File: src/rtl/core/lrpg_pkg.sv
`timescale 1ns / 1ps

package lrpg_pkg;

    localparam int unsigned CFG_IDX_W = 1;
    localparam int unsigned CFG_DATA_W = 16;
    localparam logic [CFG_IDX_W-1:0] CFG_NUM_SAMPLES = 1'd0;
    localparam logic [CFG_IDX_W-1:0] CFG_NUM_DIMS = 1'd1;
    localparam logic [15:0] NUM_SAMPLES_RST = 16'd1;
    localparam logic [4:0] NUM_DIMS_RST = 5'd9;

    localparam logic OP_LOAD = 1'b0;
    localparam logic OP_GENERATE = 1'b1;

    typedef struct packed {
        logic               operation;
        logic [3:0]         dim_select;
        logic [15:0]        generator_value;
        logic signed [15:0] lower_bound;
        logic signed [15:0] upper_bound;
        logic [15:0]        sample_index;
    } cmd_t;

    typedef struct packed {
        logic [3:0]         dim_out;
        logic signed [15:0] point_value;
        logic               last_of_sample;
    } pt_t;

    typedef struct packed {
        logic [15:0] gen;
        logic [15:0] lo;
        logic [15:0] hi;
    } tbl_entry_t;

    localparam int unsigned UPC_W = 4;

    typedef enum logic [2:0] {
        DP_NOP       = 3'd0,
        DP_ACCEPT    = 3'd1,
        DP_MUL_IDX   = 3'd2,
        DP_START_MOD = 3'd3,
        DP_MUL_SPAN  = 3'd4,
        DP_START_DIV = 3'd5,
        DP_EMIT      = 3'd6,
        DP_NEXT_DIM  = 3'd7
    } dp_op_t;

    typedef enum logic [2:0] {
        CND_NEVER     = 3'd0,
        CND_ALWAYS    = 3'd1,
        CND_NO_GEN    = 3'd2,
        CND_NO_DIMS   = 3'd3,
        CND_DIV_BUSY  = 3'd4,
        CND_OUT_BUSY  = 3'd5,
        CND_MORE_DIMS = 3'd6
    } cond_t;

    typedef struct packed {
        dp_op_t           op;
        cond_t            cond;
        logic [UPC_W-1:0] target;
    } ucw_t;

    typedef struct packed {
        logic gen_req;
        logic no_dims;
        logic div_busy;
        logic out_busy;
        logic more_dims;
    } seq_flags_t;

    localparam logic [UPC_W-1:0] UPC_ACCEPT    = 4'd0;
    localparam logic [UPC_W-1:0] UPC_DIM       = 4'd1;
    localparam logic [UPC_W-1:0] UPC_MUL_IDX   = 4'd2;
    localparam logic [UPC_W-1:0] UPC_START_MOD = 4'd3;
    localparam logic [UPC_W-1:0] UPC_MOD_WAIT  = 4'd4;
    localparam logic [UPC_W-1:0] UPC_MUL_SPAN  = 4'd5;
    localparam logic [UPC_W-1:0] UPC_START_DIV = 4'd6;
    localparam logic [UPC_W-1:0] UPC_DIV_WAIT  = 4'd7;
    localparam logic [UPC_W-1:0] UPC_EMIT      = 4'd8;
    localparam logic [UPC_W-1:0] UPC_NEXT      = 4'd9;
    localparam logic [UPC_W-1:0] UPC_DONE      = 4'd10;

    function automatic ucw_t ucode_word(input logic [UPC_W-1:0] pc);
        ucw_t w;
        unique case (pc)
            UPC_ACCEPT:    w = '{op: DP_ACCEPT,    cond: CND_NO_GEN,    target: UPC_ACCEPT};
            UPC_DIM:       w = '{op: DP_NOP,       cond: CND_NO_DIMS,   target: UPC_ACCEPT};
            UPC_MUL_IDX:   w = '{op: DP_MUL_IDX,   cond: CND_NEVER,     target: UPC_ACCEPT};
            UPC_START_MOD: w = '{op: DP_START_MOD, cond: CND_NEVER,     target: UPC_ACCEPT};
            UPC_MOD_WAIT:  w = '{op: DP_NOP,       cond: CND_DIV_BUSY,  target: UPC_MOD_WAIT};
            UPC_MUL_SPAN:  w = '{op: DP_MUL_SPAN,  cond: CND_NEVER,     target: UPC_ACCEPT};
            UPC_START_DIV: w = '{op: DP_START_DIV, cond: CND_NEVER,     target: UPC_ACCEPT};
            UPC_DIV_WAIT:  w = '{op: DP_NOP,       cond: CND_DIV_BUSY,  target: UPC_DIV_WAIT};
            UPC_EMIT:      w = '{op: DP_EMIT,      cond: CND_OUT_BUSY,  target: UPC_EMIT};
            UPC_NEXT:      w = '{op: DP_NEXT_DIM,  cond: CND_MORE_DIMS, target: UPC_DIM};
            UPC_DONE:      w = '{op: DP_NOP,       cond: CND_ALWAYS,    target: UPC_ACCEPT};
            default:       w = '{op: DP_NOP,       cond: CND_ALWAYS,    target: UPC_ACCEPT};
        endcase
        return w;
    endfunction

endpackage

File: src/rtl/core/lrpg_seq.sv
`timescale 1ns / 1ps

module lrpg_seq (
    input  logic                clk,
    input  logic                rst_n,
    input  lrpg_pkg::seq_flags_t flags,
    output lrpg_pkg::ucw_t      ctrl
);

    import lrpg_pkg::*;

    logic [UPC_W-1:0] pc_reg, pc_next;
    ucw_t             word;
    logic             take;

    always_comb
    begin
        word = ucode_word(pc_reg);
        unique case (word.cond)
            CND_NEVER:     take = 1'b0;
            CND_ALWAYS:    take = 1'b1;
            CND_NO_GEN:    take = !flags.gen_req;
            CND_NO_DIMS:   take = flags.no_dims;
            CND_DIV_BUSY:  take = flags.div_busy;
            CND_OUT_BUSY:  take = flags.out_busy;
            CND_MORE_DIMS: take = flags.more_dims;
            default:       take = 1'b1;
        endcase
        pc_next = take ? word.target : pc_reg + UPC_W'(1);
    end

    always_ff @(posedge clk or negedge rst_n)
    begin
        if (!rst_n)
        begin
            pc_reg <= UPC_ACCEPT;
        end
        else
        begin
            pc_reg <= pc_next;
        end
    end

    assign ctrl = word;

endmodule

File: config.mk
export PLATFORM = sky130hd
export DESIGN_NAME = lrpg_seq
export DESIGN_NICKNAME = d
export VERILOG_FILES = /design/src/rtl/core/lrpg_pkg.sv /design/src/rtl/core/lrpg_seq.sv
export SDC_FILE = /design/constraint.sdc
export NUM_CORES = 1
export LEC_CHECK = 0
export BUFFER_PORTS_ARGS = -buffer_cell sky130_fd_sc_hd__buf_2
export CORE_AREA = 2 2 39 41
export DETAILED_ROUTE_END_ITERATION = 7
export DIE_AREA = 0 0 41 43
export GPL_TIMING_DRIVEN = 0
export PLACE_DENSITY = 0.62
export SYNTH_ARGS = -nofsm -noshare
export SYNTH_HDL_FRONTEND = slang
export SYNTH_SLANG_ARGS = --single-unit
File: constraint.sdc
create_clock -name clk -period 2.1 [get_ports clk]
set_input_delay 0.42 -clock clk [delete_from_list [all_inputs] [get_ports clk]]
set_output_delay 0.42 -clock clk [all_outputs]
set_load 0.02 [all_outputs]
==> results of run 1 <==
cell usage after synthesis:
cell	instances	area (um2)
and2_1	1	6.260
o21ai_0	1	5.000
a211oi_2	1	12.51
nand3_1	1	5.000
o311ai_1	1	8.760
a21oi_1	2	10.01
nor2b_1	3	18.77
nand2_1	1	3.750
or2_2	1	6.260
buf_6	3	33.78
a21o_1	2	15.01
inv_1	2	7.510
nor2_1	5	18.77
nor3_4	1	16.27
a21o_4	1	15.01
mux2_4	3	45.04
mux2i_1	1	10.01
inv_2	1	3.750
a31oi_1	1	6.260
nand2b_1	2	12.51
ha_1	5	62.56
dfrtp_1	4	100.1
nor4b_2	1	15.01
xnor2_1	3	26.28
nor3b_1	1	7.510
a21o_2	1	8.760
per-stage QoR:
step / hold slack, ps / setup WS, ps / utilization [%] / power (mW)
finish: 513.0 / 78.98 / 46.75 / 1.050
CTS: 510.0 / 35.91 / 45.39 / 1.033
floorplan: 124.4 / 196.8 / - / 0.7269
detailed placement: 227.9 / 33.76 / 41.95 / 0.8983
global placement: 225.4 / 31.49 / 41.95 / 0.8900
global route: 516.8 / 6.333 / 46.75 / 1.142
where the power goes:
part	switching [mW]	internal [mW]
clock network	0.0319	0.0639
logic	0.422	0.389
registers	0.0342	0.109
final timing paths:
check / to / startpoint / slack [ps] / depth (start not counted)
worst max-delay path: ctrl[6] / pc_reg[1]$_DFF_PN0_ / 80 / 6
worst min-delay path: pc_reg[2]$_DFF_PN0_ / rst_n / 510 / 2
worst max register to register: pc_reg[0]$_DFF_PN0_ / pc_reg[1]$_DFF_PN0_ / 150 / 7
worst min register to register: pc_reg[2]$_DFF_PN0_ / pc_reg[2]$_DFF_PN0_ / 650 / 2
max in group asynchronous: pc_reg[0]$_DFF_PN0_ / rst_n / 1450 / 2
min in group clk: pc_reg[2]$_DFF_PN0_ / pc_reg[2]$_DFF_PN0_ / 650 / 2
layer usage:
metal / up-vias / global-route usage, %
met3: 0 / 6.283
met4: 0 / 2.000
met2: 10 / 22.50
met5: - / 0
li1: 215 / -
met1: 192 / 16.88
cell usage in the layout (no fill, tap or decap), types with 2 or more instances in the layout:
cell type | synthesis | layout
a21o_1 | 2 | 2
a21oi_1 | 2 | 2
buf_2 | 0 | 16
buf_6 | 3 | 3
clkbuf_4 | 0 | 3
dfrtp_1 | 4 | 3
ha_1 | 5 | 3
ha_4 | 0 | 2
inv_1 | 2 | 2
mux2_4 | 3 | 3
nand2b_1 | 2 | 2
nor2_1 | 5 | 5
nor2b_1 | 3 | 3
xnor2_1 | 3 | 3
timing repair:
action	in CTS	in global routing
buffers inserted	0	1
hold buffers	1	0
gates resized for setup	2	2
hold endpoints to repair	4	0
endpoints found under the setup margin	1	5
cell type report:
cell class	instances	share of cell area, %
clock buffers	3	3.482
repair buffers	18	15.09
multi-input cells	39	55.71
inverters	3	1.741
plain buffers	3	5.222
well taps	16	3.095
flip-flops and latches	4	15.67
kinds of logic (layout without fill, tap and decap cells):
group | count (synthesis) | count (layout) | synth area share (%)
and+or+nand+nor | 17 | 17 | 22.92
AOI/OAI and AO/OA | 10 | 10 | 16.93
buffers and inverters | 6 | 27 | 9.374
adders and majority gates | 5 | 5 | 13.02
muxes | 4 | 4 | 11.46
DFF | 4 | 4 | 20.83
xor gates and xnor gates | 3 | 3 | 5.470
worst max-delay path: cells and delay by family (launching register included):
kind          cells  cell delay [ps]
buf+inv           3              350
flops             1              370
simple gates      2              330
fa+ha+maj         1              310
==> reports/metrics.yaml, run 1 <==
status: "completed"
rows: 14
fmax_mhz: 494.8
drv_cap: 0
fin_crit_ps: 2021
worst_setup_path_start_kind: "flip-flop"
cts.htree.levels: 1
fin_crit_sh_pct: 96.24
clock_sink_count: 4
start_util_pct: 34.72
slew_viol_final: 0
highest_layer: "met3"
skew_ps: 4.575
dieArea_um2: 1763
drive_above_1_share_pct: 51.43
io_buffers: 16
root_buffer: "clkbuf_4"
wl_um: 1045
crit_path_end_kind: "output pin"
grt_overflow: 0
grtUsageTotal_pct: 14.00
largest_reg_flops: 4
seq_area_frac_synth_pct: 20.83
worstMarginPinSlew_ps: 346.7
grt_pass1_vias: 409
peakVddDrop_mv: 0.5811
n_fill_cell: 146
cts.clk_slew.worst_paths_ps: 40
route.met3.wl_um: 53
critPathSlowestCell: "dfrtp_1"
met1_length_um: 431
vias: 417
synthToLayoutAreaGrowth_pct: 34.64
wl_met2_um: 560
wl_per_cell_um: 12.15
antenna_found_initial: 0
multi_input_area_um2: 360.3
cp_slowest_stage_delay_ps: 370
diodes: 0
finalHoldViolCount: 0
dpl.hpwl_um: 789.6
synthDistinctLibCells: 26
vias_per_cell: 4.849
leakagePower_nw: 0.3369
synth_seq_cells: 4
syn_avg_cell_area_um2: 9.805
cp_cell_sequence: "buf_6 -> inv_1 -> ha_4 -> nor2_1 -> or2_2 -> buf_2"
first_pass_iters: 4
slew_headroom_pct: 76.52
post_dp_cell_area_um2: 580.6
postRouteAntennaNets: 0
post-place-cells: 81
worstPathRequired_ps: 1680
remaining_drc_errors: 0
critPathArrivalTime_ps: 1600
cp_max_fo: 5
p_per_area_nw_per_um2: 1623
syn_area_um2: 480.5
fp.dieH_um: 43
hold_class: "input pin to asynchronous set/reset pin"
drt-initial-drc-count: 3
synthesis.nets: 61
ff_latch_area_um2: 101.3
core-area_um2: 1384
final_nets: 84
finalSetupViolCount: 0
grt_first_pass_wirelength_um: 1690
ys_warn_count: 0
final_cells: 86
design_area_um2: 646.9
cts_max_path_buffers: 2
insertion_delay_ps: 240
cts_tree: "done"
die_x_um: 41
syn-instance-count: 49
cts_made_buffers: 3
crit_type: "flip-flop to output pin"
rsz0062_at_grt: "no"
ioPinCount: 17
grt_start_max_net_pins: 11
tns_ps: 0
place.gp.congestion: 0.7281
No activity file was read; power rests on OpenSTA's default activity.
==> run 2, diff against run 1 <==
- CAP_MARGIN: not set -> 10
- PLACE_DENSITY: 0.62 -> 0.65
==> reports/metrics.yaml, run 2 (same netlist as run 1, synthesis figures left out) <==
fp.dieH_um: 43  # unchanged
vias: 419  # +0.48%
cts_tree: "done"
place.gp.congestion: 0.7115  # -2.3%
worstPathRequired_ps: 1680  # about the same
rsz0062_at_grt: "no"
mostFrequentLayoutCells: "buf_2 (15), nor2_1 (5)"
grt_start_max_net_pins: 11  # unchanged
largest_reg_flops: 4  # unchanged
cts.clk_slew.worst_paths_ps: 40  # about the same
wl_um: 1086  # +3.9%
route.met3.wl_um: 47  # -11%
diodes: 0  # unchanged
clock_sink_count: 4  # unchanged
vias_per_cell: 4.816  # -0.68%
worst_setup_path_start_kind: "flip-flop"
grt_first_pass_wirelength_um: 1690  # unchanged
slew_headroom_pct: 74.40  # -2.1 points
worstMarginPinSlew_ps: 383.2  # +36.51 ps
finalHoldViolCount: 0  # unchanged
dpl.hpwl_um: 758.4  # -4.0%
total_power_mw: 1.073  # +2.3%
wl_met2_um: 504  # -10%
antenna_found_initial: 0  # unchanged
multi_input_area_um2: 360.3  # unchanged
remaining_drc_errors: 0  # unchanged
n_fill_cell: 128  # -12%
grt_overflow: 0  # unchanged
drv_cap: 0  # unchanged
tns_ps: 0  # unchanged
highest_layer: "met4"
io_buffers: 16  # unchanged
start_util_pct: 34.72  # unchanged
crit_path_end_kind: "output pin"
synthToLayoutAreaGrowth_pct: 36.72
first_pass_iters: 3  # -1
ff_latch_area_um2: 101.3  # unchanged
ioPinCount: 17  # unchanged
hold_class: "input pin to asynchronous set/reset pin"
leakagePower_nw: 0.3418  # +1.5%
core-area_um2: 1384  # unchanged
pre_cts_ws_ps: 33.41  # -0.3497 ps
crit_type: "flip-flop to output pin"
slew_viol_final: 0  # unchanged
cts_max_path_buffers: 2  # unchanged
cp_cell_sequence: "buf_6 -> inv_2 -> ha_4 -> nor2_1 -> or2_2 -> buf_4"
grt_pass1_vias: 390  # -4.6%
finalSetupViolCount: 0  # unchanged
postRouteAntennaNets: 0  # unchanged
cp_slowest_stage_delay_ps: 380  # about the same
dieArea_um2: 1763  # unchanged
critPathSlowestCell: "dfrtp_1"
final_core_util_pct: 47.47  # +0.72 points
root_buffer: "clkbuf_4"
cts_made_buffers: 3  # unchanged
crit_buf_inv: 3  # unchanged
setup_ws_ps: 108.6  # +29.62 ps
critPathTopFamily: "flip-flops"
status: "completed"
met1_length_um: 483  # +12%
p_per_area_nw_per_um2: 1634  # +0.70%
cts.htree.levels: 1  # unchanged
drive_above_1_share_pct: 53.52  # +2.1 points
peakVddDrop_mv: 0.5721  # -1.5%
drt-initial-drc-count: 5  # +2
rows: 14  # unchanged
fin_crit_ps: 1991  # -29.62 ps
layout_commonest_cell: "buf_2"
critPathArrivalTime_ps: 1570  # -30 ps
skew_ps: 7.086  # +2.511 ps
fmax_mhz: 502.2  # +1.5%
final_nets: 85  # +1.2%
insertion_delay_ps: 240  # about the same
cp_max_fo: 5  # unchanged
grtUsageTotal_pct: 15.79  # +1.8 points
wl_per_cell_um: 12.48  # +2.7%
fin_crit_sh_pct: 94.83  # -1.4 points
die_x_um: 41  # unchanged
run 2: cell count changes in the layout (fill, tap and decap cells not counted), sizes merged:
cell	previous run	this run
buf	20	21
run 2: final cells by class:
type / instances / area share, %
inverter: 3 / 1.714
timing repair buffer: 19 / 16.38
buffer: 3 / 5.143
sequential: 4 / 15.43
multi-input combinational: 39 / 54.86
clock buffer: 3 / 3.429
tap: 16 / 3.048
run 2: metal layers:
layer | vias to the layer above | GRT usage, %
met3 | 4 | 3.141
met1 | 188 | 19.47
met5 | - | 0
met2 | 14 | 20.94
met4 | 0 | 16.00
li1 | 213 | -
run 2: per-stage QoR:
stage          cells  area (um2)  hold slack, ps
2_1_floorplan     49       480.5           124.4
3_3_place_gp      81       580.6           224.9
3_5_place_dp      81       580.6           228.6
4_1_cts           85       628.1           503.6
5_1_grt           87       656.9           515.9
6_report          87       656.9           509.6
run 2: final timing paths:
path	end	cells past startpoint	start	slack, ps
setup / recovery	ctrl[6]	6	pc_reg[1]$_DFF_PN0_	110
max in group asynchronous	pc_reg[0]$_DFF_PN0_	2	rst_n	1460
setup reg to reg	pc_reg[1]$_DFF_PN0_	7	pc_reg[1]$_DFF_PN0_	180
hold / removal	pc_reg[3]$_DFF_PN0_	2	rst_n	510
hold reg to reg	pc_reg[2]$_DFF_PN0_	2	pc_reg[2]$_DFF_PN0_	640
min in group clk	pc_reg[2]$_DFF_PN0_	2	pc_reg[2]$_DFF_PN0_	640
run 2: power breakdown:
group	switching, mW	internal (mW)	total (mW)
combinational	0.427	0.407	0.834
sequential	0.0332	0.109	0.142
clock	0.0334	0.0640	0.0974
total	0.493	0.580	1.07
run 2: worst reg2reg max path, delay by kind of cell, from the launching register on:
family          cells  cell delay [ps]
compound gates      2              290
fa+ha+maj           1              230
buf+inv             2              220
flops               1              400
mux                 1              300
simple gates        1              360
run 2: timing repair:
| item | CTS | global route |
|---|---|---|
| gates resized for setup | 2 | 4 |
| hold buffers | 1 | 0 |
| pin swaps | 0 | 1 |
| endpoints found under the hold margin | 4 | 0 |
| endpoints found under the setup margin | 1 | 6 |
| setup buffers | 0 | 2 |
