===== src/rtl/core/lrpg_ram.sv =====
`timescale 1ns / 1ps

module lrpg_ram #(
    parameter int unsigned WIDTH = 48,
    parameter int unsigned DEPTH = 16,
    parameter int unsigned AW = (DEPTH > 1) ? $clog2(DEPTH) : 1
) (
    input  logic             clk,
    input  logic             we,
    input  logic [AW-1:0]    waddr,
    input  logic [WIDTH-1:0] wdata,
    input  logic [AW-1:0]    raddr,
    output logic [WIDTH-1:0] rdata
);

    logic [WIDTH-1:0] mem [DEPTH];

    always_ff @(posedge clk)
    begin
        if (we)
        begin
            mem[waddr] <= wdata;
        end
        rdata <= mem[raddr];
    end

endmodule


===== config.mk =====
export PLATFORM = sky130hd
export DESIGN_NAME = lrpg_ram
export DESIGN_NICKNAME = d
export VERILOG_FILES = /design/src/rtl/core/lrpg_ram.sv
export SDC_FILE = /design/constraint.sdc
export NUM_CORES = 1
export LEC_CHECK = 0
export BUFFER_PORTS_ARGS = -buffer_cell sky130_fd_sc_hd__buf_2
export CORE_MARGIN = 10
export CORE_UTILIZATION = 66
export DETAILED_ROUTE_END_ITERATION = 8
export PLACE_DENSITY = 0.88
export SLEW_MARGIN = 5
export SYNTH_ARGS = -nofsm -noshare
export SYNTH_HDL_FRONTEND = slang
export SYNTH_SLANG_ARGS = --single-unit

===== constraint.sdc =====
create_clock -name clk -period 8.71 [get_ports clk]
set_clock_uncertainty 0.05 [all_clocks]
set_input_delay 0.871 -clock clk [delete_from_list [all_inputs] [get_ports clk]]
set_output_delay 0.871 -clock clk [all_outputs]
set_load 0.02 [all_outputs]

==> impl_results.md, run 1 <==
* Status: finished clean
* Pwr per Cell Area at 241.7 nW/um^2
* Antenna Violating Nets Remaining at 0
* Maxcap violations at 0
* Crit path DAT at approximately 3.5 ns
* Largest net degree at the start of global routing at between 90 and 100
* Worst Hold Path EP: mem[0][4]
* Worst path cell trace: buf_8 -> buf_4 -> mux4_2 -> a22oi_1 -> nand2_1
* Post-synthesis register bit count at roughly 800
* CP Capture Type: flop
* Yosys cell types at 17
* Fin crit period at about 3.1 ns
* Core box area at 44320 um^2
* Fmax at approximately 330 MHz
* Worst Path Required at 9.13 ns
* Hold buffer count at CTS at 0
* Top-area cell type share of the netlist area at 0.7766
* Post-synth EDFFs at about 770
* Post-CTS Setup Inserts at 0
* Initial antenna violation count at 9
* Drt pass-1 iters at 5
* Share of cells above drive strength 1 at 0.3112
* Dominant cells by area after synthesis: edfxtp_1, mux4_2, dfxtp_1, a22oi_1, nand2_1
* Routability-driven placement congestion ratio at 0.7451
* RSZ-0062 raised after global routing: no
* Final period util at 0.3508
* Clk Tree Root Cell: clkbuf_16
* Reg2reg path depth at 3
* Clock sink total at slightly above 800
* Slew @ Worst Pin at approximately 1.1 ns
* VDD IR max at just under 200 uV
* Gr usage total at 0.2642
* Synth warnings at 0
* Via count at ~14000
* Final Max Tran Viols at 0
* Most frequent cells after synthesis: edfxtp_1, mux4_2, a22oi_1
* Global-route wire length before repair at approximately 100000 um
* Final WL at between 60000 and 70000 um
* H-tree depth at 3
* Num CTS Buffers at 76
* Post_cts resized at 0
* Fin worst setup slack at approximately 5.7 ns
* Register clock-pin slew on the reported worst setup and hold paths at around 0.060 ns
* Crit-path max cell delay at 0.77 ns
* Nets at ~1400
* Die Span X at ~230 um
* Place WS at roughly 5 ns
* Mean Syn Cell Area at between 20 and 25 um^2
* RR Startpoint: mem[7][1]
* Vias per cell at 6.875
* Critical Path Start Type: primary input
* IO Port Bufs at around 110
* Hold WC Path Type: in -> reg
* GRT overflow at 0
* DP Cell Count at 1901
* Reg2Reg Setup Slack at a little over 7 ns
* Cell taking the most area after synthesis: edfxtp_1
* Final hold slack at 0.5923 ns
* CTS Buffer Depth at 3
* Rel. slew slack at 0.2587
* Final hold vios at 0
* Die area at roughly 54000 um^2
* # IOs at between 100 and 150
* Vias in the first global route at roughly 15000
* Initial Utilization at 0.6700
* Synth Instances at ~1200
* Filler cell count at approximately 2300
* Ys async rst share at 0
* Crit path buffers/inverters at 2
* Cell Rows at just under 80
* Top_reg_cell synth: edfxtp_1
* Register area share after synthesis at 0.8090
* Slowest CP cell: buf_4
* Final number of setup-violating endpoints at 0
* RR Endpoint: rdata[1]
* Netlist Area Pre-Place at between 20000 and 30000 um^2
* P_leak at around 11 nW
* Most common cell in the synthesized netlist: edfxtp_1
* Setup TNS at 0 ns
* Delay-heaviest family, CP: buffers and inverters
* Worst Hold Path Cells at 1
* Fin cells at ~2000
* CTS tree: built
* Clock Latency Late Sink at 0.60 ns
* Syn_nets at 1300
* Wire per inst at ~34 um
* Crit Path Max Fanout at 92
* Placed wire-length estimate at 29510 um
* Area Growth Syn to Fin at 12.52%
* Critical path type: in -> reg
* Hold_sp: wdata[4]
* Initial DRC count at ~1900
* Die Ht at around 230 um
* # DRC at 0
-- cell usage in the layout (no fill, tap or decap), drive strengths merged, types with 4 or more instances in the layout --
cell type	count
nand2	49
nor2	13
diode	6
mux4	192
clkinv	24
dfxtp	48
bufinv	4
clkbuf	108
inv	4
edfxtp	768
nor3	4
buf	130
a22oi	96
-- sequential cells by signal, indices dropped and copies added, names as in the netlist --
register / count
mem: 768
rdata: 48
-- worst max-delay path by stage --
stage	startpoint	end	depth (start not counted)
6_report	raddr[0]	rdata[5]	5
5_1_grt	raddr[0]	rdata[5]	5
4_1_cts	raddr[0]	rdata[5]	5
3_5_place_dp	raddr[0]	rdata[43]	5
3_3_place_gp	raddr[0]	rdata[43]	5
2_1_floorplan	waddr[2]	mem[0][0]	2
-- stage by stage --
| stage | total power [W] | instance area (um^2) | utilization |
|---|---|---|---|
| finish | 0.008077 | 33410 | 0.7540 |
| global route | 0.008274 | 33410 | 0.7539 |
| CTS | 0.008110 | 33400 | 0.7536 |
| floorplan | 0.004736 | 29690 | - |
| global placement | 0.004877 | 30980 | 0.6992 |
| detailed placement | 0.004903 | 30980 | 0.6992 |
-- where the power goes --
part / switching, W / leakage, nW / internal (W)
Sequential: 0.0000384 / 7.34 / 0.00439
Combinational: 0.000253 / 2.23 / 0.000151
Clock: 0.00141 / 1.19 / 0.00184
Total: 0.00170 / 10.8 / 0.00638
-- layer usage --
metal | track usage | vias to the layer above | share of wire
met1 | 0.3268 | 7304 | 0.34
li1 | - | 5601 | -
met4 | 0.1176 | 8 | 0.037
met5 | 0 | - | 0.00063
met2 | 0.4504 | 972 | 0.53
met3 | 0.05180 | 188 | 0.097
-- kinds of logic (layout without fill, tap and decap cells) --
family	after synthesis	after routing	synth area share
flip-flops	816	816	0.8090
AND/OR/NAND/NOR	75	75	0.01053
other	0	6	0
multiplexers	192	192	0.1456
AO/OA/AOI/OAI	96	96	0.02427
buffers and inverters	63	270	0.01058
-- layout make-up --
cell class              count  area [um^2]  area share
multi-input cells         363         5492      0.1644
well taps                 592        740.7     0.02217
clock inverters            32        279.0    0.008351
diodes                      6        15.01   0.0004494
repair buffers            130        729.5     0.02183
clock buffers             108         2135     0.06388
flip-flops and latches    816        24020      0.7190
(Power assumes the default switching activity.)
==> run 2: changes to the inputs <==
--- a/config.mk
+++ b/config.mk
@@ -7,9 +7,9 @@
 export LEC_CHECK = 0
 export BUFFER_PORTS_ARGS = -buffer_cell sky130_fd_sc_hd__buf_2
 export CORE_MARGIN = 10
-export CORE_UTILIZATION = 66
+export CORE_UTILIZATION = 61
 export DETAILED_ROUTE_END_ITERATION = 8
-export PLACE_DENSITY = 0.88
+export PLACE_DENSITY = 0.83
 export SLEW_MARGIN = 5
 export SYNTH_ARGS = -nofsm -noshare
 export SYNTH_HDL_FRONTEND = slang
==> constraint.sdc (replaced) <==
create_clock -name clk -period 3 [get_ports clk]
set_clock_uncertainty 0.05 [all_clocks]
set_input_delay 0.3 -clock clk [delete_from_list [all_inputs] [get_ports clk]]
set_output_delay 0.3 -clock clk [all_outputs]
set_load 0.02 [all_outputs]
==> run 2 against run 1 <==
Sequential power rose to 2.9 times the previous value. Non-clock buffer count rose by 47. Clock-buffer cell count rose by 4. Cell count rose by 3.5%. Via count rose by 0.64%. Global-route usage fell by 2.9 points. Final area rose by 2.4%. Hold slack got worse by 0.57 ns. Die area rose by 7.5%. Critical path type unchanged.
==> impl_results.md, run 2 (synthesis results as in run 1) <==
* Status: finished clean
* Critical Path Start Type: primary input
* Core box area at 47950 um^2
* Die Ht at around 240 um
* Initial DRC count at about 1900
* Filler cell count at 2510
* Die Span X at approximately 240 um
* Most frequent cells in the layout: edfxtp_1, mux4_2, buf_2
* Hold WC Path Type: in -> reg
* Antenna Violating Nets Remaining at 0
* Worst Path Required at ~3.2 ns
* Busiest grt layer: met2
* Share of cells above drive strength 1 at 0.3236
* Fin crit period at 1.676 ns
* Cell Rows at 80
* M3 GR Usage at 0.04699
* Biggest register: mem
* Final hold vios at 0
* Crit Path Max Fanout at 39
* CTS Buffer Depth at 3
* Largest net degree at the start of global routing at 49
* Most common cell after layout, fill and taps aside: edfxtp_1
* Register area at between 20000 and 25000 um^2
* Top Registers: mem x768, rdata x48
* Vias in the first global route at roughly 15000
* Post-placement cell area at ~31000 um^2
* Crit path DAT at ~1.9 ns
* Routability-driven placement congestion ratio at 0.7387
* Fin cells at 2119
* GRT overflow at 0
* Placed wire-length estimate at 34650 um
* Final period util at 0.5588
* Final number of setup-violating endpoints at 0
* Max FFs per register at 768
* # DRC at 0
* Gr usage total at 0.2357
* Routing usage on met1 at 0.3165
* CTS tree: built
* Clock Latency Late Sink at ~0.61 ns
* Register clock-pin slew on the reported worst setup and hold paths at about 0.06 ns
* Critical path type: in -> reg
* H-tree depth at 3
* Wire per inst at roughly 31 um
* Slew @ Worst Pin at approximately 0.7 ns
* Clk Tree Root Cell: clkbuf_16
* Drt pass-1 iters at 5
* Maxcap violations at 0
* Final Max Tran Viols at 0
* Initial Utilization at 0.6193
* Final instance area at between 30000 and 40000 um^2
* Initial antenna violation count at 4
* # IOs at 106
* Final WL at roughly 66000 um
* Pwr per Cell Area at ~700 nW/um^2
* Num CTS Buffers at between 70 and 80
* P_leak at 11.13 nW
* Global-route wire length before repair at 99270 um
* Nets at about 1500
* Die area at 57910 um^2
* IO Port Bufs at about 110
* Clock sink total at just over 800
* VDD IR max at 540.3 uV
* Vias per cell at about 6.7
* Fmax at ~600 MHz
* Area Growth Syn to Fin at 15.22%
* Fin worst setup slack at 1.324 ns
* Rel. slew slack at 0.5294
* RSZ-0062 raised after global routing: no
* Place WS at roughly 0.78 ns
* Multi-input logic area at 5517 um^2
* CP Capture Type: flop
* Via count at 14160
* Met2 Usage GRT at 0.3839
* DP Cell Count at about 1900
* Final hold slack at about 0.025 ns
==> run 2: cell count changes in the layout (fill, tap and decap cells not counted), moves of 2 or more <==
cell / change
nor3_2: -4
diode_2: -4
buf_4: +13
clkbuf_16: +5
clkinv_1: -2
clkinvlp_4: +2
buf_12: +12
clkbuf_1: -2
dlygate4sd3_1: +22
bufinv_16: +2
nor3_4: +4
clkbuf_8: +2
==> run 2: power by group <==
part           switching (W)  leakage (nW)  total (W)  internal [W]
clock                0.00411          1.28    0.00991       0.00580
sequential         0.0000986          7.34     0.0128        0.0127
combinational       0.000755          2.51    0.00124      0.000484
==> run 2: path summary, 6_finish.rpt <==
check / start / end / slack [ns] / depth (start not counted)
setup reg to reg: mem[0][35] / rdata[35] / 1.42 / 3
setup / recovery: waddr[3] / mem[4][5] / 1.32 / 4
hold / removal: wdata[19] / mem[4][19] / 0.02 / 1
hold reg to reg: mem[14][13] / rdata[13] / 0.62 / 3
==> run 2: repair_timing <==
action	4_1_cts	5_1_grt
buffers inserted	0	0
resized for setup	0	0
hold buffers	22	0
endpoints found under the hold margin	242	0
==> run 2: routing by layer <==
layer,vias to the layer above,part of all wire
met1,7460,0.37
met2,865,0.51
met3,121,0.097
li1,5711,-
met4,6,0.028
met5,-,0.00047
==> run 2: stage by stage <==
step / power [W] / util / TNS, ns
after CTS: 0.02413 / 0.7135 / 0
after global routing: 0.02465 / 0.7135 / 0
after detailed placement: 0.01427 / 0.6545 / 0
after global placement: 0.01420 / 0.6545 / 0
after floorplan: 0.01375 / - / -54.47
final: 0.02399 / 0.7136 / 0
==> run 2: final cells by class <==
type	count	area share
diodes	2	0.0001463
clock inverters	34	0.01002
well taps	615	0.02249
repair buffers	177	0.03770
multi-input cells	363	0.1612
flip-flops and latches	816	0.7022
clock buffers	112	0.06623
==> run 2: critical path, cell delays in order <==
cell and delay, ns:
buf_2 0.11, nand3b_1 0.50, nor3_4 0.31, buf_4 0.60
==> run 3: changes to the inputs <==
==> constraint.sdc (replaced) <==
create_clock -name clk -period 1.6 [get_ports clk]
set_clock_uncertainty 0.05 [all_clocks]
set_input_delay 0.16 -clock clk [delete_from_list [all_inputs] [get_ports clk]]
set_output_delay 0.16 -clock clk [all_outputs]
set_load 0.02 [all_outputs]
==> run 3 against run 2 <==
Largest power group unchanged. Critical path depth shrank 3. Power grew 90%. Worst setup slack lost 1.3 ns. Highest routed layer unchanged. Routed wire length grew 11%. Flip-flop and latch count is the same. Die area is the same. Sequential power grew 88%.
==> impl_results.md, run 3 (synthesis results as in run 1) <==
* Register clock-pin slew on the reported worst setup and hold paths at ~0.070 ns
* Crit Path Max Fanout at 1
* Final hold slack at 0.1012 ns
* Die area at between 50000 and 60000 um^2
* Initial antenna violation count at 2
* Die Span X at 240.6 um
* Cell Rows at 80
* Post-placement cell area at roughly 32000 um^2
* Most frequent cells in the layout: edfxtp_1, mux4_2, buf_2
* Num CTS Buffers at a little under 80
* Max FFs per register at ~770
* GRT overflow at 0
* CP Capture Type: output port
* Fin cells at between 2000 and 2500
* M3 GR Usage at 0.04939
* Final WL at around 73000 um
* Biggest register: mem
* Fin crit period at between 1.5 and 2 ns
* Final period util at 0.9561
* Reg2Reg Setup Slack at about 0.15 ns
* Post_cts resized at 0
* Worst path cell trace: buf_2
* Power consumption at ~0.046 W
* Clk Tree Root Cell: clkbuf_16
* Final hold vios at 0
* Crit path buffers/inverters at 1
* Vias per cell at around 7
* Fmax at around 650 MHz
* Crit-path max cell delay at between 0.4 and 0.5 ns
* Largest net degree at the start of global routing at 37
* Crit path DAT at between 1 and 1.5 ns
* Share of cells above drive strength 1 at 0.3365
* Initial Utilization at 0.6193
* Pwr per Cell Area at about 1300 nW/um^2
* Drt pass-1 iters at 5
* Routability-driven placement congestion ratio at about 0.77
* # DRC at 0
* Busiest grt layer: met2
* DP Cell Count at just under 2000
* Rel. slew slack at 0.5952
* Vias in the first global route at between 15000 and 20000
* Nets at roughly 1600
* Area Growth Syn to Fin at 18.73%
* CTS tree: built
* Hold WC Path Type: in -> reg
* P_leak at between 10 and 15 nW
* Die Ht at between 200 and 250 um
* Maxcap violations at 0
* Slew @ Worst Pin at around 0.61 ns
* Core box area at 47950 um^2
* Clock Latency Late Sink at ~0.63 ns
* Gr usage total at 0.2604
* Slowest CP cell: dfxtp_1
* Status: finished clean
* Clock sink total at just over 800
* Met2 Usage GRT at 0.4310
* Initial DRC count at about 2200
* H-tree depth at 3
* IO Port Bufs at ~110
* CTS Buffer Depth at 3
* Routing usage on met1 at 0.3504
* RSZ-0062 raised after global routing: no
* Delay-heaviest family, CP: flip-flops
* Worst Path Required at roughly 1.4 ns
* Placed wire-length estimate at approximately 37000 um
* Critical Path Start Type: flop
* Via count at about 15000
* Final Max Tran Viols at 0
* Wire per inst at 33.67 um
* Final instance area at around 35000 um^2
* # IOs at about 110
* Final number of setup-violating endpoints at 0
* Most common cell after layout, fill and taps aside: edfxtp_1
* Top Registers: mem x768, rdata x48
* VDD IR max at approximately 1300 uV
* Global-route wire length before repair at around 110000 um
* Critical path type: reg -> out
* Filler cell count at ~2400
* Antenna Violating Nets Remaining at 0
## run 3: cell count changes in the layout (fill, tap and decap cells not counted), moves of 2 or more
cell / change
nand2b_4: +2
buf_4: -3
clkbuf_8: -3
clkinvlp_4: +9
clkbuf_1: -4
clkinv_2: -6
bufinv_16: +2
dlygate4sd3_1: +26
buf_12: +38
nand2b_1: -2
## run 3: final timing paths
kind         cells past startpoint         from   endpoint
max                              1    rdata[31]  rdata[31]
min                              4     raddr[1]  rdata[13]
max reg2reg                      3   mem[0][41]  rdata[41]
min reg2reg                      3  mem[13][12]  rdata[12]
## run 3: cell type report
| type | count | area (um^2) | area share |
|---|---|---|---|
| sequential | 816 | 24020 | 0.6814 |
| multi-input combinational | 363 | 5547 | 0.1573 |
| timing repair buffer | 238 | 2286 | 0.06484 |
| clock buffer | 105 | 2198 | 0.06235 |
| tap | 615 | 769.5 | 0.02182 |
| clock inverter | 38 | 431.7 | 0.01224 |
| antenna | 1 | 2.502 | 0.00007097 |
## run 3: metrics by stage
step	worst slack (ns)	util	setup TNS [ns]
after global placement	-0.1416	0.6704	-13.55
after CTS	0.02582	0.7353	0
final	0.07021	0.7354	0
after global routing	0.06007	0.7353	0
after floorplan	-0.6985	-	-231.61
after detailed placement	-0.1365	0.6704	-18.61
## run 3: layer usage
metal  part of all wire  vias up
met3               0.11      147
met2               0.51     1077
met4              0.022        4
li1                   -     5835
met1               0.36     7814
met5            0.00042        -
## run 3: where the power goes
group	switching, W	total [W]	internal (W)
logic	0.00149	0.00257	0.00107
clock network	0.00801	0.0190	0.0110
registers	0.000211	0.0241	0.0239
total	0.00971	0.0457	0.0360
## run 3: worst min-delay path, delay by kind of cell
family                 cells  cell delay, ns
AO/OA/AOI/OAI              1            0.07
buffers and inverters      1            0.18
multiplexers               1            0.26
AND/OR/NAND/NOR            1            0.07
## run 3: repair_timing
action                                 in CTS  in global routing
buffers inserted                            0                  0
hold buffers                               48                  0
setup endpoints to repair                   0                  0
endpoints found under the hold margin     768                  0
