==> src/rtl/core/lrpg_div.sv <==
`timescale 1ns / 1ps

module lrpg_div (
    input  logic        clk,
    input  logic        rst_n,
    input  logic        start,
    input  logic [31:0] dividend,
    input  logic [15:0] divisor,
    output logic        busy,
    output logic [31:0] quotient,
    output logic [15:0] remainder
);

    logic [31:0] quo_reg, quo_next;
    logic [15:0] rem_reg, rem_next;
    logic [15:0] dvs_reg;
    logic [4:0]  cnt_reg, cnt_next;
    logic        busy_reg, busy_next;
    logic [16:0] shifted;
    logic [16:0] diff;

    // One quotient bit per cycle, restoring.
    always_comb
    begin
        shifted   = {rem_reg, quo_reg[31]};
        diff      = shifted - {1'b0, dvs_reg};
        quo_next  = quo_reg;
        rem_next  = rem_reg;
        cnt_next  = cnt_reg;
        busy_next = busy_reg;
        if (start)
        begin
            quo_next  = dividend;
            rem_next  = '0;
            cnt_next  = 5'd31;
            busy_next = 1'b1;
        end
        else if (busy_reg)
        begin
            if (!diff[16])
            begin
                rem_next = diff[15:0];
                quo_next = {quo_reg[30:0], 1'b1};
            end
            else
            begin
                rem_next = shifted[15:0];
                quo_next = {quo_reg[30:0], 1'b0};
            end
            cnt_next  = cnt_reg - 5'd1;
            busy_next = (cnt_reg != 5'd0);
        end
    end

    always_ff @(posedge clk or negedge rst_n)
    begin
        if (!rst_n)
        begin
            busy_reg <= 1'b0;
            cnt_reg  <= '0;
        end
        else
        begin
            busy_reg <= busy_next;
            cnt_reg  <= cnt_next;
        end
    end

    always_ff @(posedge clk)
    begin
        quo_reg <= quo_next;
        rem_reg <= rem_next;
        if (start)
        begin
            dvs_reg <= divisor;
        end
    end

    assign busy      = busy_reg;
    assign quotient  = quo_reg;
    assign remainder = rem_reg;

endmodule

==> config.mk <==
export PLATFORM = sky130hd
export DESIGN_NAME = lrpg_div
export DESIGN_NICKNAME = d
export VERILOG_FILES = /design/src/rtl/core/lrpg_div.sv
export SDC_FILE = /design/constraint.sdc
export NUM_CORES = 1
export LEC_CHECK = 0
export BUFFER_PORTS_ARGS = -buffer_cell sky130_fd_sc_hd__buf_2
export CAP_MARGIN = 25
export CORE_ASPECT_RATIO = 0.5
export CORE_MARGIN = 2
export CORE_UTILIZATION = 48
export CTS_BUF_LIST = sky130_fd_sc_hd__clkbuf_16
export DETAILED_ROUTE_END_ITERATION = 16
export PLACE_DENSITY = 0.74
export SYNTH_ARGS = -nofsm -noshare
export SYNTH_HDL_FRONTEND = slang
export SYNTH_SLANG_ARGS = --single-unit
==> constraint.sdc <==
create_clock -name clk -period 2.7 [get_ports clk]
set_clock_uncertainty 0.05 [all_clocks]
set_input_delay 0.135 -clock clk [delete_from_list [all_inputs] [get_ports clk]]
set_output_delay 0.135 -clock clk [all_outputs]
set_load 0.005 [all_outputs]
==> metrics.md, run 1 <==
| Metric | Value |
|---|---|
| Stage delay of the slowest cell on the critical path | `between 0.3 and 0.4 ns` |
| Post-Synthesis Net Count | `just under 400` |
| Unique cell type count in the Yosys netlist | `51` |
| Most frequent standard cell in the layout excluding fill and tap cells | `sky130_fd_sc_hd__buf_2` |
| Number of antenna violations at the first check in global routing | `0` |
| Aggregate global-route resource usage | `roughly a fifth` |
| DRC violations left | `0` |
| Combinational power share | `39.6%` |
| Area of all placed cells without fillers | `0.00498 mm^2` |
| Leakage power summed over all cells | `about 2.2 nW` |
| Placed insts | `roughly 520` |
| Clock root buffer | `sky130_fd_sc_hd__clkbuf_16` |
| Yosys reg bits | `70` |
| Share of the core filled with cells in the final layout | `about two thirds` |
| Maximum number of buffers from clock root to sink | `2` |
| Crit start category | `flop` |
| Mean post-synth cell area | `11.4 um^2` |
| Total stage count of the critical path | `12` |
| Worst Reg-to-Reg Cells | `12` |
| Placed instance area | `between 0.004 and 0.005 mm^2` |
| Ports | `100` |
| Detailed-route via count | `approximately 2900` |
| Reg-to-reg startpoint | `quotient[31]` |
| Register area share after synthesis | `51.5%` |
| Kind of end point of the critical path | `flop` |
| Die height | `~66 um` |
| Final net count | `between 500 and 600` |
| Internal portion of total power | `between 3 and 4 mW` |
| First-pass GRT wire length | `13100 um` |
| Width of the die | `between 100 and 150 um` |
| CP Data Arrival Time | `approximately 2.8 ns` |
| Endpoint required time on the critical path | `between 2 and 3 ns` |
| WP buf/inv | `3` |
| Max-cap violations | `0` |
| Fraction of final layout cells sized beyond drive strength 1 | `between 40% and 50%` |
| Top_reg_cell synth | `sky130_fd_sc_hd__edfxtp_1` |
| HP Class | `input port to flop` |
| DR iter-0 viols | `approximately 120` |
| Drt via density | `~5.1` |
| Clock Pin Slew Worst Setup and Hold Paths | `around 0.050 ns` |
| Tightest slew margin relative to the limit | `about half` |
| Clock insertion delay at the later pin of the skew report | `approximately 0.33 ns` |
| Maximum net fanout on the critical path | `5` |
| Tightest Pin Transition | `around 0.74 ns` |
| Wirelength, routed | `8240 um` |
| Via count of the first global-routing pass | `about 2900` |
| Number of enable flip-flop cells after synthesis | `48` |
| Final clock period utilization by the worst path | `between 90 and 100%` |
| Sequential standard cell area | `around 0.0019 mm^2` |
| H-tree depth reported by CTS | `3` |
| Peak ir drop on the vdd network | `between 0.3 and 0.4 mV` |
| Antenna viol nets, final | `0` |
| Cell area after technology mapping | `around 0.0037 mm^2` |
| Placed wire-length estimate after detailed placement | `roughly 5200 um` |
| Count of endpoints failing setup in the final report | `0` |
| Shortest period the worst path allows | `2.61 ns` |
| Effective utilization at floorplan | `around 50%` |
| Sequential share of power | `between 30% and 40%` |
| Number of iterations in the first detailed-routing pass | `4` |
| Pin count of the biggest net entering global routing | `37` |
| Final count of hold timing violations | `0` |
| Multi-input combinational cell area | `about 0.0017 mm^2` |
| Cells after Synth | `between 300 and 400` |
| Number of I/O port buffers | `between 90 and 100` |
| Top Family by Delay on Critical Path | `compound AO/OA/AOI/OAI gates` |
| Floorplan core area | `about 0.0074 mm^2` |
| Inserted Diodes | `0` |
| Final Max Tran Viols | `0` |
| Area overhead of the layout relative to synthesis | `34.2%` |
| Critical path cell sequence | `inv_1 -> ha_2 -> fa_2 -> nand2b_4 -> a21oi_4 -> o21ai_4 -> o31ai_4 -> buf_12 -> xor2_4 -> buf_6 -> nand2_1 -> a311oi_2` |
| Cell with the biggest individual delay on the critical path | `sky130_fd_sc_hd__edfxtp_1` |
| Most frequent cells in the layout | `sky130_fd_sc_hd__buf_2 (99), sky130_fd_sc_hd__edfxtp_1 (48), sky130_fd_sc_hd__nand2_1 (44)` |
| CTS tree | `yes` |
| Startpoint of the most critical setup path | `quotient[31]` |
| Detailed-route wire length per cell | `14.7 um` |
| Synthesis warning total | `0` |
| Number of standard cells in the final layout excluding fillers | `560` |
| Max reg flops | `32` |
| Max Clk Rate | `~380 MHz` |
| Clk network pwr share | `27.1%` |
| Num rows | `22` |
| Net switching power | `between 1.5 and 2 mW` |
| Pwr per Cell Area | `between 900 and 1000 mW/mm^2` |
| Num CTS Buffers | `9` |
| Overflow left after global routing | `0` |
| Critical Path Sink | `remainder[6]` |
| Kind of critical path | `flop to flop` |
| Global placer's final weighted congestion | `about 0.82` |
| Share of flip-flops with an asynchronous set or reset | `under 10%` |
| R2R Setup Slk | `0.09 ns` |
| Die Footprint | `about 0.0085 mm^2` |
| Total number of clock tree sinks | `70` |
| Switching share of power | `between 30% and 40%` |
| Number of fill cells in the layout | `between 500 and 600` |
| Status | `complete, no violations` |
| Total Power Consumption | `4.51 mW` |
| End of the worst register-to-register path | `remainder[6]` |
[tightest hold or removal path, delay by kind of cell]
kind | cells | cell delay (ns)
compound gates | 1 | 0.06
buf+inv | 1 | 0.08
simple gates | 1 | 0.04
[final cells by class]
| class | count | share of cell area (%) |
|---|---|---|
| timing repair buffer | 134 | 16.6 |
| inverter | 22 | 1.66 |
| clock buffer | 9 | 4.52 |
| multi-input combinational | 222 | 34.8 |
| tap | 96 | 2.41 |
| sequential | 70 | 38.4 |
| clock inverter | 7 | 1.63 |
[synthesized netlist by cell type, types with 2 or more instances]
library cell	n	area (um^2)
sky130_fd_sc_hd__o21ai_0	11	55.1
sky130_fd_sc_hd__o211ai_1	2	15.0
sky130_fd_sc_hd__dfxtp_1	16	320
sky130_fd_sc_hd__nand4_1	3	18.8
sky130_fd_sc_hd__a21oi_2	2	17.5
sky130_fd_sc_hd__nand2_1	44	165
sky130_fd_sc_hd__a21o_1	2	15.0
sky130_fd_sc_hd__a311oi_1	10	87.6
sky130_fd_sc_hd__nand3_1	3	15.0
sky130_fd_sc_hd__a21oi_1	15	75.1
sky130_fd_sc_hd__nand2b_1	11	68.8
sky130_fd_sc_hd__clkbuf_1	8	30.0
sky130_fd_sc_hd__a311oi_2	3	45.0
sky130_fd_sc_hd__o21a_1	2	15.0
sky130_fd_sc_hd__nor2_1	19	71.3
sky130_fd_sc_hd__nor3_1	2	10.0
sky130_fd_sc_hd__ha_1	18	225
sky130_fd_sc_hd__buf_1	3	11.3
sky130_fd_sc_hd__xor2_1	7	61.3
sky130_fd_sc_hd__xnor2_1	9	78.8
sky130_fd_sc_hd__mux2_2	31	349
sky130_fd_sc_hd__nor2b_1	2	12.5
sky130_fd_sc_hd__edfxtp_1	48	1440
sky130_fd_sc_hd__or3b_2	2	17.5
sky130_fd_sc_hd__inv_1	22	82.6
sky130_fd_sc_hd__dfrtp_1	6	150
sky130_fd_sc_hd__o21ai_1	2	10.0
[routing by layer]
metal | part of all wire, % | global-route usage, % | vias up
met1 | 45 | 25.2 | 1333
met3 | 4.4 | 5.50 | 14
met4 | 1.5 | 7.97 | 0
met2 | 49 | 33.9 | 74
met5 | 0 | 0 | -
li1 | - | - | 1443
[stage by stage]
stage / setup TNS [ns] / hold WS, ns / worst slack [ns]
2_1_floorplan: 0 / -0.211 / 0.135
3_3_place_gp: 0 / -0.0836 / 0.0249
3_5_place_dp: -0.0460 / -0.0825 / -0.0250
4_1_cts: 0 / 0.0386 / 0.00114
5_1_grt: -0.0828 / 0.0409 / -0.0232
6_report: 0 / 0.0423 / 0.0902
[repair_timing]
action / CTS / global route
resized for setup: 4 / 11
endpoints found under the setup margin: 9 / 17
pin swaps: 3 / 5
setup buffers: 2 / 0
hold buffers: 17 / 0
gates cloned: 1 / 0
endpoints found under the hold margin: 22 / 0
[how the worst min path moves through the flow]
stage | from | to | cells after the start | slack, ns
2_1_floorplan | rst_n | busy | 0 | -0.21
3_3_place_gp | rst_n | busy | 1 | -0.08
3_5_place_dp | rst_n | busy | 1 | -0.08
4_1_cts | dividend[0] | quotient[0] | 3 | 0.04
5_1_grt | dividend[12] | quotient[12] | 2 | 0.04
6_report | dividend[0] | quotient[0] | 3 | 0.04
[kinds of logic (layout without fill, tap and decap cells)]
group,Yosys count,in the layout,share of synthesized area [%]
simple gates,93,93,11.7
mux,31,31,9.40
buf+inv,36,172,3.98
fa+ha+maj,19,19,6.60
compound gates,60,60,11.9
xor+xnor,18,19,4.95
flops,70,70,51.5
[power groups by stage]
stage               sequential [mW]  clock, mW  combinational, mW
floorplan                      1.51          0               1.04
global placement               1.51          0               1.54
detailed placement             1.51          0               1.56
CTS                            1.50       1.24               1.69
global route                   1.53       1.30               1.95
finish                         1.50       1.22               1.78
(Power assumes the default switching activity.)
==> inputs of run 2 (changes only) <==
Settings changed: CTS_BUF_LIST sky130_fd_sc_hd__clkbuf_16 to not set.
==> metrics.md, run 2 (same netlist as run 1, synthesis figures left out) <==
| Metric | Value |
|---|---|
| Status | `complete, no violations` |
| Post-Route Setup TNS | `0 ns` |
| Tightest Pin Transition | `between 0.7 and 0.8 ns` |
| Clock root buffer | `sky130_fd_sc_hd__clkbuf_16` |
| Most frequent cells in the layout | `sky130_fd_sc_hd__buf_2 (99), sky130_fd_sc_hd__edfxtp_1 (48), sky130_fd_sc_hd__nand2_1 (44)` |
| H-tree depth reported by CTS | `3` |
| Final net count | `529` |
| Number of standard cells in the final layout excluding fillers | `560` |
| Max-cap violations | `0` |
| Pwr per Cell Area | `910 mW/mm^2` |
| Floorplan core area | `around 0.0074 mm^2` |
| Final count of hold timing violations | `0` |
| Worst hold slack across all endpoints | `between 0.04 and 0.05 ns` |
| Max reg flops | `32` |
| Aggregate global-route resource usage | `between 20 and 25%` |
| Clock insertion delay at the later pin of the skew report | `0.33 ns` |
| DRC violations left | `0` |
| Final Max Tran Viols | `0` |
| Reg-to-reg startpoint | `quotient[31]` |
| Crit start category | `flop` |
| Die height | `between 60 and 70 um` |
| Global placer's final weighted congestion | `0.817` |
| Post-placement setup slack | `-0.0250 ns` |
| CP Data Arrival Time | `~2.8 ns` |
| Maximum net fanout on the critical path | `5` |
| CTS tree | `yes` |
| Via count of the first global-routing pass | `around 2900` |
| Final clock period utilization by the worst path | `roughly 96%` |
| Leakage power summed over all cells | `~2.2 nW` |
| Final worst-path setup slack | `between 0.09 and 0.1 ns` |
| Detailed-route wire length per cell | `14.7 um` |
| DR iter-0 viols | `roughly 150` |
| Worst hold path cell count | `3` |
| Drt via density | `5.12` |
| Net switching power | `1.51 mW` |
| Kind of end point of the critical path | `flop` |
| Effective utilization at floorplan | `50.2%` |
| Cell with the biggest individual delay on the critical path | `sky130_fd_sc_hd__edfxtp_1` |
| Overflow left after global routing | `0` |
| Combinational power share | `about two fifths` |
| Wirelength, routed | `between 8000 and 9000 um` |
| Placed wire-length estimate after detailed placement | `between 5000 and 6000 um` |
| Shortest period the worst path allows | `between 2 and 3 ns` |
| Worst Reg-to-Reg Cells | `12` |
| Max Clk Rate | `384 MHz` |
| Number of I/O port buffers | `99` |
| Pin count of the biggest net entering global routing | `37` |
| First-pass GRT wire length | `between 10000 and 15000 um` |
| Die Footprint | `between 0.008 and 0.009 mm^2` |
| Count of endpoints failing setup in the final report | `0` |
| Clk network pwr share | `between 20% and 30%` |
| Number of antenna violations at the first check in global routing | `0` |
| Share of the core filled with cells in the final layout | `about 67%` |
| Total number of clock tree sinks | `70` |
| Fraction of final layout cells sized beyond drive strength 1 | `40.3%` |
| Critical path cell sequence | `inv_1 -> ha_2 -> fa_2 -> nand2b_4 -> a21oi_4 -> o21ai_4 -> o31ai_4 -> buf_12 -> xor2_4 -> buf_6 -> nand2_1 -> a311oi_2` |
| Clock Pin Slew Worst Setup and Hold Paths | `0.05 ns` |
| Peak ir drop on the vdd network | `about 0.38 mV` |
| R2R Setup Slk | `approximately 0.097 ns` |
| Tightest slew margin relative to the limit | `50.5%` |
| Area of all placed cells without fillers | `about 0.0050 mm^2` |
| Num rows | `22` |
| Placed insts | `approximately 520` |
| Area overhead of the layout relative to synthesis | `34.4%` |
| Endpoint required time on the critical path | `a little under 3 ns` |
| Most frequent standard cell in the layout excluding fill and tap cells | `sky130_fd_sc_hd__buf_2` |
| Switching share of power | `about a third` |
| Placed instance area | `roughly 0.0044 mm^2` |
| Kind of critical path | `flop to flop` |
| Maximum number of buffers from clock root to sink | `2` |
| Inserted Diodes | `0` |
| End of the worst register-to-register path | `remainder[6]` |
| Internal portion of total power | `about 3 mW` |
| Ports | `100` |
| Stage delay of the slowest cell on the critical path | `around 0.34 ns` |
| Total Power Consumption | `roughly 4.5 mW` |
| Sequential share of power | `33.0%` |
| Width of the die | `between 100 and 150 um` |
| Number of iterations in the first detailed-routing pass | `5` |
| Hold path startpoint | `dividend[0]` |
| HP Class | `input port to flop` |
| Detailed-route via count | `roughly 2900` |
| Num CTS Buffers | `9` |
| Endpoint, Worst Hold | `quotient[0]` |
| Antenna viol nets, final | `0` |
run 2: cell count changes in the layout (fill, tap and decap cells not counted):
cell,previous run,this run
sky130_fd_sc_hd__clkbuf_1,0,2
sky130_fd_sc_hd__clkinv_1,1,0
sky130_fd_sc_hd__clkbuf_8,0,1
sky130_fd_sc_hd__inv_1,24,22
run 2: worst max-delay path by stage:
stage                     slack (ns)    startpoint       endpoint
final                            0.1  quotient[31]   remainder[6]
after global routing           -0.02  quotient[31]   remainder[6]
after CTS                      0.001  quotient[31]   remainder[6]
after detailed placement       -0.02  quotient[31]   remainder[3]
after global placement          0.02  quotient[31]  remainder[14]
after floorplan                 0.14  quotient[31]   remainder[1]
run 2: critical path: cells and delay by family, from the launching register on:
kind / cells / cell delay, ns
AND/OR/NAND/NOR: 2 / 0.24
flip-flops: 1 / 0.34
AO/OA/AOI/OAI: 4 / 0.73
XOR/XNOR: 1 / 0.27
buffers and inverters: 3 / 0.37
adder cells (fa/ha/maj): 2 / 0.52
run 2: cell type report:
class | instances | area, um^2
clock buffer | 12 | 246
clock inverter | 4 | 70.1
fill | 576 | 2410
inverter | 22 | 82.6
multi-input combinational | 222 | 1730
sequential | 70 | 1910
tap | 96 | 120
timing repair buffer | 134 | 828
run 2: power by group through the flow:
stage	clock network, mW	logic (mW)	registers (mW)
final	1.26	1.78	1.50
after CTS	1.28	1.69	1.50
after detailed placement	0	1.56	1.51
after global routing	1.34	1.95	1.53
after global placement	0	1.54	1.51
after floorplan	0	1.04	1.51
run 2: routing by layer:
metal / routed length (um) / part of all wire (%) / vias up / global-route usage [%]
met2: 4020 / 49 / 74 / 33.9
met4: 123 / 1.5 / 0 / 7.97
met1: 3700 / 45 / 1336 / 25.2
li1: - / - / 1444 / -
met5: 0 / 0 / - / 0
met3: 392 / 4.8 / 13 / 5.50
run 2: repair_timing:
action	in CTS	in global routing
hold buffers	17	0
pin swaps	3	5
endpoints found under the hold margin	22	0
setup endpoints to repair	9	17
setup buffers	2	0
gates cloned	1	0
gates resized for setup	4	11
==> inputs of run 3 (changes only) <==
--- a/config.mk
+++ b/config.mk
@@ -11,5 +11,7 @@
 export CORE_MARGIN = 2
 export CORE_UTILIZATION = 48
+export CTS_CLUSTER_SIZE = 8
 export DETAILED_ROUTE_END_ITERATION = 16
+export GPL_ROUTABILITY_DRIVEN = 0
 export PLACE_DENSITY = 0.74
 export SYNTH_ARGS = -nofsm -noshare
==> constraint.sdc (replaced) <==
create_clock -name clk -period 2.7 [get_ports clk]
set_clock_uncertainty 0.05 [all_clocks]
set_input_delay 0.405 -clock clk [delete_from_list [all_inputs] [get_ports clk]]
set_output_delay 0.405 -clock clk [all_outputs]
set_load 0.005 [all_outputs]
==> metrics.md, run 3 (same netlist as run 1, synthesis figures left out) <==
| Metric | Value |
|---|---|
| Status | `complete, no violations` |
| Max Clk Rate | `a little under 400 MHz` |
| WP buf/inv | `0` |
| Drt via density | `roughly 5.2` |
| Met2 routed wirelength | `around 3700 um` |
| Post-Route Setup TNS | `0 ns` |
| Clock insertion delay at the later pin of the skew report | `around 0.33 ns` |
| First-pass GRT wire length | `12400 um` |
| Inserted Diodes | `0` |
| Stage delay of the slowest cell on the critical path | `around 0.50 ns` |
| Leakage power summed over all cells | `roughly 2.1 nW` |
| Die height | `approximately 66 um` |
| Kind of critical path | `flop to flop` |
| Max reg flops | `32` |
| Pwr per Cell Area | `902 mW/mm^2` |
| Most frequent standard cell in the layout excluding fill and tap cells | `sky130_fd_sc_hd__buf_2` |
| Fraction of final layout cells sized beyond drive strength 1 | `40.4%` |
| DR iter-0 viols | `around 210` |
| Number of standard cells in the final layout excluding fillers | `541` |
| Number of iterations in the first detailed-routing pass | `4` |
| Cell with the biggest individual delay on the critical path | `sky130_fd_sc_hd__or4b_1` |
| Critical path cell sequence | `ha_1 -> a21oi_1 -> o21ai_1 -> a211oi_2 -> o31ai_4 -> xnor2_2 -> or4b_1 -> o311ai_1` |
| H-tree depth reported by CTS | `3` |
| Placed wire-length estimate after detailed placement | `roughly 5400 um` |
| Met3 Wirelength | `approximately 350 um` |
| Share of the core filled with cells in the final layout | `roughly 64%` |
| Area overhead of the layout relative to synthesis | `28.1%` |
| Unrepaired setup endpoints after global routing | `no` |
| Number of fill cells in the layout | `slightly above 600` |
| Overflow left after global routing | `0` |
| Shortest period the worst path allows | `~2.6 ns` |
| Max-cap violations | `0` |
| CTS tree | `yes` |
| Detailed-route via count | `around 2800` |
| Top sig layer | `met4` |
| Number of antenna violations at the first check in global routing | `0` |
| Crit start category | `flop` |
| Tightest Pin Transition | `0.617 ns` |
| Antenna viol nets, final | `0` |
| Wirelength, routed | `7720 um` |
| Maximum net fanout on the critical path | `4` |
| Final net count | `510` |
| Effective utilization at floorplan | `50.2%` |
| Num CTS Buffers | `9` |
| Area of all placed cells without fillers | `roughly 0.0048 mm^2` |
| DRC violations left | `0` |
| Final count of hold timing violations | `0` |
| Aggregate global-route resource usage | `between 10% and 20%` |
| Kind of end point of the critical path | `flop` |
| Final Max Tran Viols | `0` |
| Placed instance area | `about 0.0044 mm^2` |
| Endpoint required time on the critical path | `around 2.9 ns` |
| Floorplan core area | `roughly 0.0074 mm^2` |
| Number of I/O port buffers | `just under 100` |
| Post-placement setup slack | `-0.0213 ns` |
| Maximum number of buffers from clock root to sink | `2` |
| Via count of the first global-routing pass | `~2700` |
| Num rows | `22` |
| Met1 WL | `between 3000 and 4000 um` |
| Total number of clock tree sinks | `70` |
| Placed insts | `around 520` |
| Tightest slew margin relative to the limit | `approximately three fifths` |
| Detailed-route wire length per cell | `around 14 um` |
| Pin count of the biggest net entering global routing | `50` |
| Final worst-path setup slack | `between 0.1 and 0.15 ns` |
| Most frequent cells in the layout | `sky130_fd_sc_hd__buf_2 (99), sky130_fd_sc_hd__edfxtp_1 (48), sky130_fd_sc_hd__nand2_1 (44)` |
| Ports | `100` |
| Width of the die | `128 um` |
| Die Footprint | `0.00850 mm^2` |
| Clock root buffer | `sky130_fd_sc_hd__clkbuf_16` |
| Count of endpoints failing setup in the final report | `0` |
| HP Class | `input port to flop` |
| CP Data Arrival Time | `2.75 ns` |
| Top Family by Delay on Critical Path | `compound AO/OA/AOI/OAI gates` |
| Clock Pin Slew Worst Setup and Hold Paths | `about 0.060 ns` |
| Final clock period utilization by the worst path | `a little over nine tenths` |
| Peak ir drop on the vdd network | `~0.34 mV` |
## run 3: report_power, final
part	total [mW]	leakage, nW	internal [mW]	switching (mW)
clock network	1.15	0.136	0.711	0.435
logic	1.65	1.25	0.797	0.850
registers	1.50	0.683	1.35	0.152
total	4.29	2.07	2.85	1.44
## run 3: worst paths after layout
check,start,end,slack [ns],cells past startpoint
max in group asynchronous,rst_n,cnt_reg[3],2.07,2
max reg2reg,remainder[8],remainder[1],0.13,8
min,divisor[10],dvs_reg[10],0.20,1
min reg2reg,remainder[9],remainder[10],0.46,2
min in group asynchronous,rst_n,cnt_reg[0],0.38,2
max,remainder[8],remainder[1],0.13,8
## run 3: timing repair
item | 4_1_cts | 5_1_grt
resized for setup | 3 | 6
hold buffers | 1 | 0
buffers inserted | 3 | 0
pin swaps | 2 | 4
endpoints found under the hold margin | 6 | 0
endpoints found under the setup margin | 5 | 17
## run 3: stage by stage
step / hold WS (ns) / total power, mW
4_1_cts: 0.187 / 4.28
3_5_place_dp: 0.190 / 3.05
5_1_grt: 0.186 / 4.57
3_3_place_gp: 0.189 / 3.02
6_report: 0.195 / 4.29
2_1_floorplan: 0.0594 / 2.55
## run 3: metal layers
layer | up-vias | GRT usage, %
li1 | 1402 | -
met1 | 1331 | 24.2
met2 | 76 | 31.9
met3 | 12 | 5.02
met4 | 0 | 7.55
met5 | - | 0
## run 3: layout make-up
type / count / area, um^2 / share of cell area [%]
Sequential cell: 70 / 1910 / 40.2
Multi-Input combinational cell: 221 / 1690 / 35.6
Timing Repair Buffer: 116 / 658 / 13.8
Clock buffer: 10 / 229 / 4.81
Tap cell: 96 / 120 / 2.52
Inverter: 22 / 82.6 / 1.74
Clock inverter: 6 / 62.6 / 1.31
